`src/sv/swd_pkg.sv`:
```
// Shared constants, types and the quarter-wave gain table for the stereo width block.
// The table is built at elaboration from a fixed-point sine series; no other dependencies.
package swd_pkg;

  localparam int SAMPLE_BITS = 24;
  localparam int GAIN_TABLE_DEPTH = 64;
  localparam int GAIN_BITS = 18;
  localparam int WIDTH_BITS = 13;
  localparam int FRAC_BITS = 13;
  localparam int ROM_IDX_W = $clog2(GAIN_TABLE_DEPTH + 1);
  localparam int POS_W = FRAC_BITS + 1 + ROM_IDX_W;

  localparam logic [WIDTH_BITS-1:0] WIDTH_FULL = 13'd4096;
  localparam logic [WIDTH_BITS:0] WIDTH_SPAN = 14'd8192;
  localparam logic [GAIN_BITS-1:0] GAIN_RESET = 18'd131072;

  localparam logic [63:0] HALF_PI_Q30 = 64'd1686629713;
  localparam logic [63:0] INV_SQRT2_Q30 = 64'd759250125;

  typedef logic [GAIN_BITS-1:0] rom_t [0:GAIN_TABLE_DEPTH];

  // Point k holds sin(pi/2 * k / depth) / sqrt(2) in Q0.18.
  function automatic rom_t build_rom();
    rom_t rom;
    logic [63:0] x;
    logic [63:0] x2;
    logic [63:0] term;
    logic [63:0] p;
    logic signed [63:0] acc;
    for (int k = 0; k <= GAIN_TABLE_DEPTH; k++) begin
      x = (HALF_PI_Q30 * 64'(k)) / 64'(GAIN_TABLE_DEPTH);
      x2 = (x * x) >> 30;
      term = x;
      acc = signed'(x);
      term = ((term * x2) >> 30) / 64'd6;
      acc = acc - signed'(term);
      term = ((term * x2) >> 30) / 64'd20;
      acc = acc + signed'(term);
      term = ((term * x2) >> 30) / 64'd42;
      acc = acc - signed'(term);
      term = ((term * x2) >> 30) / 64'd72;
      acc = acc + signed'(term);
      term = ((term * x2) >> 30) / 64'd110;
      acc = acc - signed'(term);
      term = ((term * x2) >> 30) / 64'd156;
      acc = acc + signed'(term);
      if (acc < 0) begin
        acc = 64'sd0;
      end
      p = unsigned'(acc) * INV_SQRT2_Q30;
      rom[k] = GAIN_BITS'((p + (64'd1 << 41)) >> 42);
    end
    return rom;
  endfunction

  localparam rom_t SINE_ROM = build_rom();

endpackage

```
`src/sv/stereo_width_downmix.sv`:
```
// Mid/side stereo width control: one stereo pair in, one re-mixed pair out per beat.
// One beat per cycle is sustained while out_ready stays high; out_ready low stalls the
// four-stage add, multiply, combine and round/saturate pipeline.
// Gains are interpolated from the package sine table at the configuration write edge.
// Synchronous reset empties the pipeline, sets width to 4096 and both gains to 0.5.
// Depends on swd_pkg.
module stereo_width_downmix
  import swd_pkg::*;
(
  input  logic                          clk,
  input  logic                          rst,
  input  logic                          in_valid,
  output logic                          in_ready,
  input  logic signed [SAMPLE_BITS-1:0] left_in,
  input  logic signed [SAMPLE_BITS-1:0] right_in,
  input  logic                          block_end,
  output logic                          out_valid,
  input  logic                          out_ready,
  output logic signed [SAMPLE_BITS-1:0] left_out,
  output logic signed [SAMPLE_BITS-1:0] right_out,
  output logic                          block_end_out,
  input  logic                          psel,
  input  logic                          penable,
  input  logic                          pwrite,
  input  logic [2:0]                    paddr,
  input  logic [31:0]                   pwdata,
  output logic [31:0]                   prdata,
  output logic                          pready
);

  localparam int SUM_W = SAMPLE_BITS + 1;
  localparam int PROD_W = SUM_W + GAIN_BITS + 1;
  localparam int ACC_W = PROD_W + 1;
  localparam int SH_W = ACC_W - GAIN_BITS;
  localparam logic signed [ACC_W-1:0] ROUND_HALF = ACC_W'(1) <<< (GAIN_BITS - 1);
  localparam logic signed [SH_W-1:0] SAT_HI =
    {{(SH_W - SAMPLE_BITS + 1){1'b0}}, {(SAMPLE_BITS - 1){1'b1}}};
  localparam logic signed [SH_W-1:0] SAT_LO =
    {{(SH_W - SAMPLE_BITS + 1){1'b1}}, {(SAMPLE_BITS - 1){1'b0}}};

  logic [WIDTH_BITS-1:0] stereo_width;
  logic [GAIN_BITS-1:0]  mid_gain;
  logic [GAIN_BITS-1:0]  side_gain;
  logic                  cfg_write;
  logic [WIDTH_BITS-1:0] width_clamp;
  logic [POS_W-1:0]      pos_side;
  logic [POS_W-1:0]      pos_mid;
  logic [GAIN_BITS-1:0]  side_gain_next;
  logic [GAIN_BITS-1:0]  mid_gain_next;

  function automatic logic [GAIN_BITS-1:0] gain_lookup(input logic [POS_W-1:0] pos);
    logic [POS_W-FRAC_BITS-1:0] idx;
    logic [FRAC_BITS-1:0]       frac;
    logic [ROM_IDX_W-1:0]       ia;
    logic [ROM_IDX_W-1:0]       ib;
    logic [GAIN_BITS-1:0]       a;
    logic [GAIN_BITS-1:0]       b;
    logic [31:0]                prod;
    logic [GAIN_BITS-1:0]       res;
    idx = pos[POS_W-1:FRAC_BITS];
    frac = pos[FRAC_BITS-1:0];
    if (idx > (POS_W - FRAC_BITS)'(GAIN_TABLE_DEPTH)) begin
      idx = (POS_W - FRAC_BITS)'(GAIN_TABLE_DEPTH);
    end
    ia = idx[ROM_IDX_W-1:0];
    ib = (idx >= (POS_W - FRAC_BITS)'(GAIN_TABLE_DEPTH)) ? ia : ia + ROM_IDX_W'(1);
    a = SINE_ROM[ia];
    b = SINE_ROM[ib];
    prod = 32'd0;
    if (frac == '0 || idx >= (POS_W - FRAC_BITS)'(GAIN_TABLE_DEPTH)) begin
      res = a;
    end else if (b >= a) begin
      prod = 32'(b - a) * 32'(frac) + 32'd4096;
      res = a + prod[FRAC_BITS+GAIN_BITS-1:FRAC_BITS];
    end else begin
      prod = 32'(a - b) * 32'(frac) + 32'd4095;
      res = a - prod[FRAC_BITS+GAIN_BITS-1:FRAC_BITS];
    end
    return res;
  endfunction

  assign pready = 1'b1;
  assign cfg_write = psel && penable && pwrite && !paddr[2];
  assign prdata = paddr[2] ? 32'd0 : 32'(stereo_width);

  always_comb begin
    width_clamp = (pwdata[WIDTH_BITS-1:0] > WIDTH_FULL) ? WIDTH_FULL : pwdata[WIDTH_BITS-1:0];
    pos_side = POS_W'(width_clamp) * POS_W'(GAIN_TABLE_DEPTH);
    pos_mid = POS_W'(WIDTH_SPAN - (WIDTH_BITS + 1)'(width_clamp)) * POS_W'(GAIN_TABLE_DEPTH);
    side_gain_next = gain_lookup(pos_side);
    mid_gain_next = gain_lookup(pos_mid);
  end

  always_ff @(posedge clk) begin
    if (rst) begin
      stereo_width <= WIDTH_FULL;
      mid_gain <= GAIN_RESET;
      side_gain <= GAIN_RESET;
    end else if (cfg_write) begin
      stereo_width <= pwdata[WIDTH_BITS-1:0];
      mid_gain <= mid_gain_next;
      side_gain <= side_gain_next;
    end
  end

  logic                    v1, v2, v3, v4;
  logic                    rdy1, rdy2, rdy3, rdy4;
  logic signed [SUM_W-1:0]  sum1, dif1;
  logic                    be1, be2, be3, be4;
  logic signed [PROD_W-1:0] mid2, side2;
  logic signed [ACC_W-1:0]  acc_l3, acc_r3;
  logic signed [SH_W-1:0]   sh_l, sh_r;
  logic signed [SAMPLE_BITS-1:0] sat_l, sat_r;
  logic signed [SAMPLE_BITS-1:0] out_l4, out_r4;

  assign rdy4 = !v4 || out_ready;
  assign rdy3 = !v3 || rdy4;
  assign rdy2 = !v2 || rdy3;
  assign rdy1 = !v1 || rdy2;
  assign in_ready = rdy1;

  always_comb begin
    sh_l = SH_W'(acc_l3 >>> GAIN_BITS);
    sh_r = SH_W'(acc_r3 >>> GAIN_BITS);
    if (sh_l > SAT_HI) begin
      sat_l = SAT_HI[SAMPLE_BITS-1:0];
    end else if (sh_l < SAT_LO) begin
      sat_l = SAT_LO[SAMPLE_BITS-1:0];
    end else begin
      sat_l = sh_l[SAMPLE_BITS-1:0];
    end
    if (sh_r > SAT_HI) begin
      sat_r = SAT_HI[SAMPLE_BITS-1:0];
    end else if (sh_r < SAT_LO) begin
      sat_r = SAT_LO[SAMPLE_BITS-1:0];
    end else begin
      sat_r = sh_r[SAMPLE_BITS-1:0];
    end
  end

  always_ff @(posedge clk) begin
    if (rst) begin
      v1 <= 1'b0;
      v2 <= 1'b0;
      v3 <= 1'b0;
      v4 <= 1'b0;
    end else begin
      if (rdy1) v1 <= in_valid;
      if (rdy2) v2 <= v1;
      if (rdy3) v3 <= v2;
      if (rdy4) v4 <= v3;
    end
  end

  always_ff @(posedge clk) begin
    if (rdy1 && in_valid) begin
      sum1 <= SUM_W'(left_in) + SUM_W'(right_in);
      dif1 <= SUM_W'(left_in) - SUM_W'(right_in);
      be1 <= block_end;
    end
    if (rdy2 && v1) begin
      mid2 <= PROD_W'(sum1) * PROD_W'($signed({1'b0, mid_gain}));
      side2 <= PROD_W'(dif1) * PROD_W'($signed({1'b0, side_gain}));
      be2 <= be1;
    end
    if (rdy3 && v2) begin
      acc_l3 <= ACC_W'(mid2) + ACC_W'(side2) + ROUND_HALF;
      acc_r3 <= ACC_W'(mid2) - ACC_W'(side2) + ROUND_HALF;
      be3 <= be2;
    end
    if (rdy4 && v3) begin
      out_l4 <= sat_l;
      out_r4 <= sat_r;
      be4 <= be3;
    end
  end

  assign out_valid = v4;
  assign left_out = out_l4;
  assign right_out = out_r4;
  assign block_end_out = be4;

endmodule

```
`config.mk`:
```
export PLATFORM = sky130hd
export DESIGN_NAME = stereo_width_downmix
export DESIGN_NICKNAME = d
export VERILOG_FILES = /design/src/sv/swd_pkg.sv /design/src/sv/stereo_width_downmix.sv
export SDC_FILE = /design/constraint.sdc
export NUM_CORES = 2
export LEC_CHECK = 0
export BUFFER_PORTS_ARGS = -buffer_cell sky130_fd_sc_hd__buf_2
export CAP_MARGIN = 20
export CORE_ASPECT_RATIO = 1.2
export CORE_MARGIN = 5
export CORE_UTILIZATION = 52
export DETAILED_ROUTE_END_ITERATION = 8
export PLACE_DENSITY_LB_ADDON = 0.12
export SETUP_SLACK_MARGIN = 0.5
export SLEW_MARGIN = 25
export SYNTH_ARGS = -nofsm -noshare
export SYNTH_HDL_FRONTEND = slang
export SYNTH_SLANG_ARGS = --single-unit
```
`constraint.sdc`:
```
create_clock -name clk -period 14.1 [get_ports clk]
set_input_delay 0.705 -clock clk [delete_from_list [all_inputs] [get_ports clk]]
set_output_delay 0.705 -clock clk [all_outputs]
set_load 0.05 [all_outputs]
```
Word level (Yosys, flattened, before mapping):

Memory sizes are Yosys's and may differ from the RTL's.
Index checks and enable logic that the tools add are counted.

* $add $sub $neg: 21
* reductions and logical operators: 20
* multiply operators: 6
* magnitude comparators: 15
* muxes and demuxes: 20
* bitwise logic cells: 4

Operators with widths (count)
* $mux 18: 12
* $mul 32x7->25: 4
* $add 45x19->45 const B: 2
* $mul 25x19->44: 2
* $sub 18x18->19: 4
* $add 31x12->31 const B: 2
* $add 31x13->31 const B: 2
* $gt 27x24->1 const B: 2
* $lt 27x24->1 const B: 2
* $mux 24: 2
* $add 44x44->45: 1
* $sub 44x44->45: 1
* $add 18x18->18: 2
* $ge 18x18->1: 2
* $sub 18x18->18: 2
* $ge 8x8->1 const B: 4
* $not 7->8: 4
* $logic_not 13->1: 2
* $mux 13: 2
* $add 24x24->25: 1
* $sub 24x24->25: 1
* $mux 7: 3
* $ge 8x7->1 const B: 2
* $sub 14x13->15 const A: 1
* 8 further kinds: 24

* input port bits: 91
* memories kept: 4
* output and inout port bits: 84
* ROM bits: 9216
* register bits after elaboration: 333

Memory list
* (no name shown): words 128, bits a word 18, read ports 1, clocked after memory_dff 0, wr ports 0, line stereo_width_downmix.sv:68 `b = SINE_ROM[ib];`
* (no name shown): words 128, bits a word 18, read ports 1, clocked after memory_dff 0, wr ports 0, line stereo_width_downmix.sv:67 `a = SINE_ROM[ia];`
* (no name shown): words 128, bits a word 18, read ports 1, clocked after memory_dff 0, wr ports 0, line stereo_width_downmix.sv:68
* (no name shown): words 128, bits a word 18, read ports 1, clocked after memory_dff 0, wr ports 0, line stereo_width_downmix.sv:67

Depth between registers and ports, before layout:

* word-level depth: 17
* gate-level depth with buffers: 69
* gate-level depth less buffers: 61

Worst setup path before layout:

No wires, ideal clock.

* path type: input to register
* start: input port pwdata[12]
* end: register mid_gain[17]
* library setup time: 0.119 ns
* data required time: 13.981 ns
* buffers on the path: 8
* setup slack: 0.039 ns
* stages: 60
* arrival time: 13.942 ns
* cells stage by stage: buf_2 > clkbuf_1 > clkbuf_1 > nor2b_1 > clkbuf_1 > inv_1 > ha_1 > clkbuf_1 > o211a_1 > clkbuf_1 > nand2_1 > xnor2_1 > nand2_1 > ha_1 > and2_1 > clkbuf_1 > clkinv_1 > ha_1 > [24 not listed] > o41ai_1 > and3_4 > o21ai_0 > o31ai_1 > xnor2_1 > mux2_2 > ha_1 > a21oi_1 > o21bai_1 > a21oi_1 > o21bai_1 > a2111o_1 > nand3_1 > o21ai_0 > o41ai_1 > xnor2_2 > and4b_1 > nor3_2

* cells in the longest elaborated chain, start to end: 17
* elaborated cells between the ends (all ways): 29
* those cells by class: add/sub (8); mul (2); order compare (4); mux (9); bitwise (2); reduce/logical (2); memory (2)

Ends and longest elaborated chain
* start: declaration: line stereo_width_downmix.sv:26 `input logic [31:0] pwdata,`
* $gt 13x13->1: line stereo_width_downmix.sv:87 `width_clamp = (pwdata[WIDTH_BITS-1:0] > WIDTH_FULL) ? WIDTH_FULL : pwdata[WIDTH_BITS-1:0];`
* $mux 13 *: line stereo_width_downmix.sv:87
* $sub 14x13->15 *: line stereo_width_downmix.sv:89 `pos_mid = POS_W'(WIDTH_SPAN - (WIDTH_BITS + 1)'(width_clamp)) * POS_W'(GAIN_TABLE_DEPTH);`
* $gt 8x7->1: line stereo_width_downmix.sv:62 `if (idx > (POS_W - FRAC_BITS)'(GAIN_TABLE_DEPTH)) begin`
* $mux 8: line stereo_width_downmix.sv:62
* $add 7x1->7 or $ge 8x7->1 (tied branches): line stereo_width_downmix.sv:66, stereo_width_downmix.sv:70
* $mux 7: line stereo_width_downmix.sv:66 `ib = (idx >= (POS_W - FRAC_BITS)'(GAIN_TABLE_DEPTH)) ? ia : ia + ROM_IDX_W'(1);`
* $not 7->8 (not written as such): line stereo_width_downmix.sv:68
* $mem_v2 128x18
* $mux 18 (not written as such) (2 in series): line stereo_width_downmix.sv:68
* $sub 18x18->19, on equally long branches: line stereo_width_downmix.sv:76, stereo_width_downmix.sv:73
* $mul 32x7->25, on equally long branches: line stereo_width_downmix.sv:76, stereo_width_downmix.sv:73
* $add 31x12->31 or $add 31x13->31 (tied branches): line stereo_width_downmix.sv:76, stereo_width_downmix.sv:73
* $sub 18x18->18 or $add 18x18->18 (tied branches): line stereo_width_downmix.sv:77, stereo_width_downmix.sv:74
* $mux 18: line stereo_width_downmix.sv:72 `end else if (b >= a) begin`
* $mux 18 *: line stereo_width_downmix.sv:70 `if (frac == '0 || idx >= (POS_W - FRAC_BITS)'(GAIN_TABLE_DEPTH)) begin`
* end signal: assignment: line stereo_width_downmix.sv:101 `mid_gain <= mid_gain_next;`
* end: declaration: line stereo_width_downmix.sv:42 `logic [GAIN_BITS-1:0] mid_gain;`

Every way passes the cells marked *; elsewhere a longest branch is shown, timed or not. The select of a mux whose other input is x is not followed.
A chain may end at the register's enable or synchronous reset.

Final worst setup path:

* start: input port pwdata[12]
* end: register side_gain[17]

* cells in the longest elaborated chain, start to end: 16
* elaborated cells between the ends (all ways): 28
* those cells by class: add/sub (7); mul (2); order compare (4); mux (9); bitwise (2); reduce/logical (2); memory (2)

Ends and longest elaborated chain
* $gt 13x13->1: line stereo_width_downmix.sv:87
* $mux 13 *: line stereo_width_downmix.sv:87
* $gt 6x7->1: line stereo_width_downmix.sv:62
* $mux 7: line stereo_width_downmix.sv:62
* $add 7x1->7 or $ge 8x7->1 (tied branches): line stereo_width_downmix.sv:66, stereo_width_downmix.sv:70
* $mux 7: line stereo_width_downmix.sv:66
* $not 7->8 (not written as such): line stereo_width_downmix.sv:68
* $mem_v2 128x18
* $mux 18 (not written as such) (2 in series): line stereo_width_downmix.sv:68
* $sub 18x18->19, on equally long branches: line stereo_width_downmix.sv:76, stereo_width_downmix.sv:73
* $mul 32x7->25, on equally long branches: line stereo_width_downmix.sv:76, stereo_width_downmix.sv:73
* $add 31x12->31 or $add 31x13->31 (tied branches): line stereo_width_downmix.sv:76, stereo_width_downmix.sv:73
* $sub 18x18->18 or $add 18x18->18 (tied branches): line stereo_width_downmix.sv:77, stereo_width_downmix.sv:74
* $mux 18: line stereo_width_downmix.sv:72
* $mux 18 *: line stereo_width_downmix.sv:70
* end signal: assignment: line stereo_width_downmix.sv:102 `side_gain <= side_gain_next;`
* end: declaration: line stereo_width_downmix.sv:43 `logic [GAIN_BITS-1:0] side_gain;`

Marked as above.

==> summary.txt <==
Clocking
  – CTS root buffer: clkbuf_16
  – CTS tree: built
  – Clk sink count: 296
  – Num CTS Buffers: 39
  – Worst-Skew Late Latency: 0.61 ns
  – CTS max path bufs: 3
  – Htree depth: 2
  – Clock-pin slew on the worst setup and hold paths: 0.07 ns

Route
  – Drt drc: 0
  – Routed len/inst: 19.9 µm
  – Iter 0 DRT Violations: 3972
  – Vias per inst: 5.63
  – DR vias: 61600
  – Total wire length: 218000 µm
  – Routed Antenna Nets: 0
  – First-pass DRT Iterations: 6

Critical path
  – WS Path Type: in -> reg
  – CP endpoint kind: flop
  – Data arrival, critical path: 13.48 ns
  – Max FO, Critical Path: 19
  – Max incr delay on CP: 0.71 ns
  – CP most frequent cell: nand2_1
  – CP Data Required Time: 14.59 ns
  – CP Launch Type: input pin
  – Worst path slowest cell: xnor2_1

Synth
  – Mapped Area: 77100 µm²
  – Register area share after synthesis: 10.8%
  – Most frequently used flop master after synthesis: edfxtp_1
  – Warning count from the yosys run: 0
  – Yosys cell types: 109
  – Area leader, netlist: fa_1
  – Synth top area share: 33.2%
  – EDFF count, synth: 243
  – Syn Area/Cell: 8.56 µm²
  – Asr flop ratio synth: 0%
  – Top cells by area, synth: fa_1 (33%), ha_1 (12%), edfxtp_1 (9.5%)
  – Gate Count Post-Synth: 9000
  – Synth Register Bits: 296

Global routing
  – Initial antenna violation count: 7
  – First-pass GRT wire length: 352000 µm
  – Largest net degree at the start of global routing: 90
  – Total gr overflow: 0
  – Vias in the first global route: 64900
  – Gr usage total: 28.1%

Die
  – Area of the die: 156000 µm²
  – # rows: 154
  – # IOs: 175
  – Starting Density: 52.4%
  – Die X-Extent: 361 µm
  – Core Area: 147000 µm²
  – DIE HEIGHT: 432 µm

Timing
  – Unrepaired setup endpoints after global routing: yes
  – Worst-Margin Slew: 1.14 ns
  – Setup violations, final: 0
  – Slew headroom: 23.5%
  – Fin worst setup slack: 1.11 ns
  – Setup TNS: 0 ns
  – Fin crit period: 12.99 ns
  – Fin crit share: 92.1%
  – Final clock skew: 0.0311 ns
  – Max Slew Vio Count: 0
  – Maximum clock frequency: 77.0 MHz
  – Final hold vios: 0

Finish
  – Area of the multi-input gates: 61400 µm²
  – Area Overhead vs Synth: 6.19%
  – Share of layout cells above drive strength 1: 6.28%
  – Final non-filler cell total: 10900
  – Fill cells: 13700
  – Post-layout net count: 11100
  – Sequential cell area: 8360 µm²

Placement
  – HPWL reported at the end of detailed placement: 176000 µm
  – Pre-CTS setup slack: 0.391 ns
  – Port bufs: 133
  – Final Wtd Congestion: 0.933
  – Inst Count DP: 10900

Run status
  – Status: finished, final reports clean

Min path
  – Worst hold path type: in -> reg

Run
  – Max cap viols: 0
## through the flow
stage / instance area (µm²) / utilization [%] / hold WS, ns
after floorplan: 77200 / - / 0.400
after global placement: 80300 / 54.6 / 0.406
after detailed placement: 80300 / 54.6 / 0.410
after CTS: 81700 / 55.5 / 0.261
after global routing: 81800 / 55.7 / 0.264
final: 81800 / 55.7 / 0.299
## synthesized netlist by cell type, types with 109 or more instances
cell type	number
inv_1	1573
o21ai_0	307
and2_1	455
clkbuf_1	387
nor3_1	138
a21o_1	109
fa_1	1277
edfxtp_1	243
ha_1	715
a21oi_1	406
xor2_1	128
nand2_1	1232
xnor2_1	309
nor2_1	469
## cell families after synthesis
group / Yosys count / share of synthesized area, %
buffers and inverters: 2028 / 10.0
AO/OA/AOI/OAI: 1435 / 12.0
adder cells (fa/ha/maj): 1994 / 44.8
multiplexers: 20 / 0.291
AND/OR/NAND/NOR: 2784 / 16.9
other: 2 / 0.00974
flip-flops: 296 / 10.8
XOR/XNOR: 441 / 5.07
## flip-flops by register name (all words and copies together), names as in the netlist
register	flops
v2	1
v3	1
sum1	25
stereo_width	13
mid2	44
dif1	24
be3	1
right_out	24
side_gain	18
mid_gain	18
acc_l3	27
side2	44
be1	1
acc_r3	27
block_end_out	1
v1	1
out_valid	1
left_out	24
be2	1
## repair_timing
| action | CTS | global route |
|---|---|---|
| setup endpoints to repair | 0 | 6 |
| hold buffers | 0 | 0 |
| gates resized for setup | 0 | 31 |
| buffers inserted | 0 | 6 |
## critical path: cells and delay by family
family | cells | cell delay [ns]
compound gates | 16 | 3.05
xor+xnor | 7 | 1.82
fa+ha+maj | 8 | 3.13
buf+inv | 9 | 1.47
simple gates | 14 | 3.27
## layer usage
| layer | vias to the layer above | wire, µm | GRT usage (%) | share of wire, % |
|---|---|---|---|---|
| met5 | - | 27 | 0 | 0.012 |
| met1 | 30800 | 89800 | 35.8 | 41 |
| met3 | 446 | 11700 | 3.13 | 5.4 |
| met4 | 4 | 11000 | 11.9 | 5.0 |
| met2 | 1859 | 105000 | 48.7 | 48 |
| li1 | 28500 | - | - | - |
## placed cells by master, fill, tap and decap left out, types with 243 or more instances in the layout
| cell | instances |
|---|---|
| a21oi_1 | 403 |
| and2_1 | 454 |
| edfxtp_1 | 243 |
| fa_1 | 1277 |
| ha_1 | 715 |
| inv_1 | 1572 |
| nand2_1 | 1228 |
| nor2_1 | 465 |
| o21ai_0 | 305 |
| xnor2_1 | 293 |
## final timing paths
path / from / endpoint / slack [ns] / cells after the start
max: pwdata[12] / side_gain[17] / 1.11 / 54
min: block_end / be1 / 0.30 / 1
min reg2reg: be3 / block_end_out / 0.42 / 0
max reg2reg: sum1[10] / mid2[40] / 4.94 / 22
## area by class of cell
class	instances	share of cell area (%)
inverter	1581	7.26
timing repair buffer	355	2.89
sequential	296	10.2
timing repair inverter	1	0.00611
multi-input combinational	6694	75.0
clock inverter	27	0.425
clock buffer	41	1.20
tap	1950	2.98
antenna	2	0.00611
Power is not shown: default switching activity piles up to over one toggle a cycle in this logic, so the estimate is an artifact.
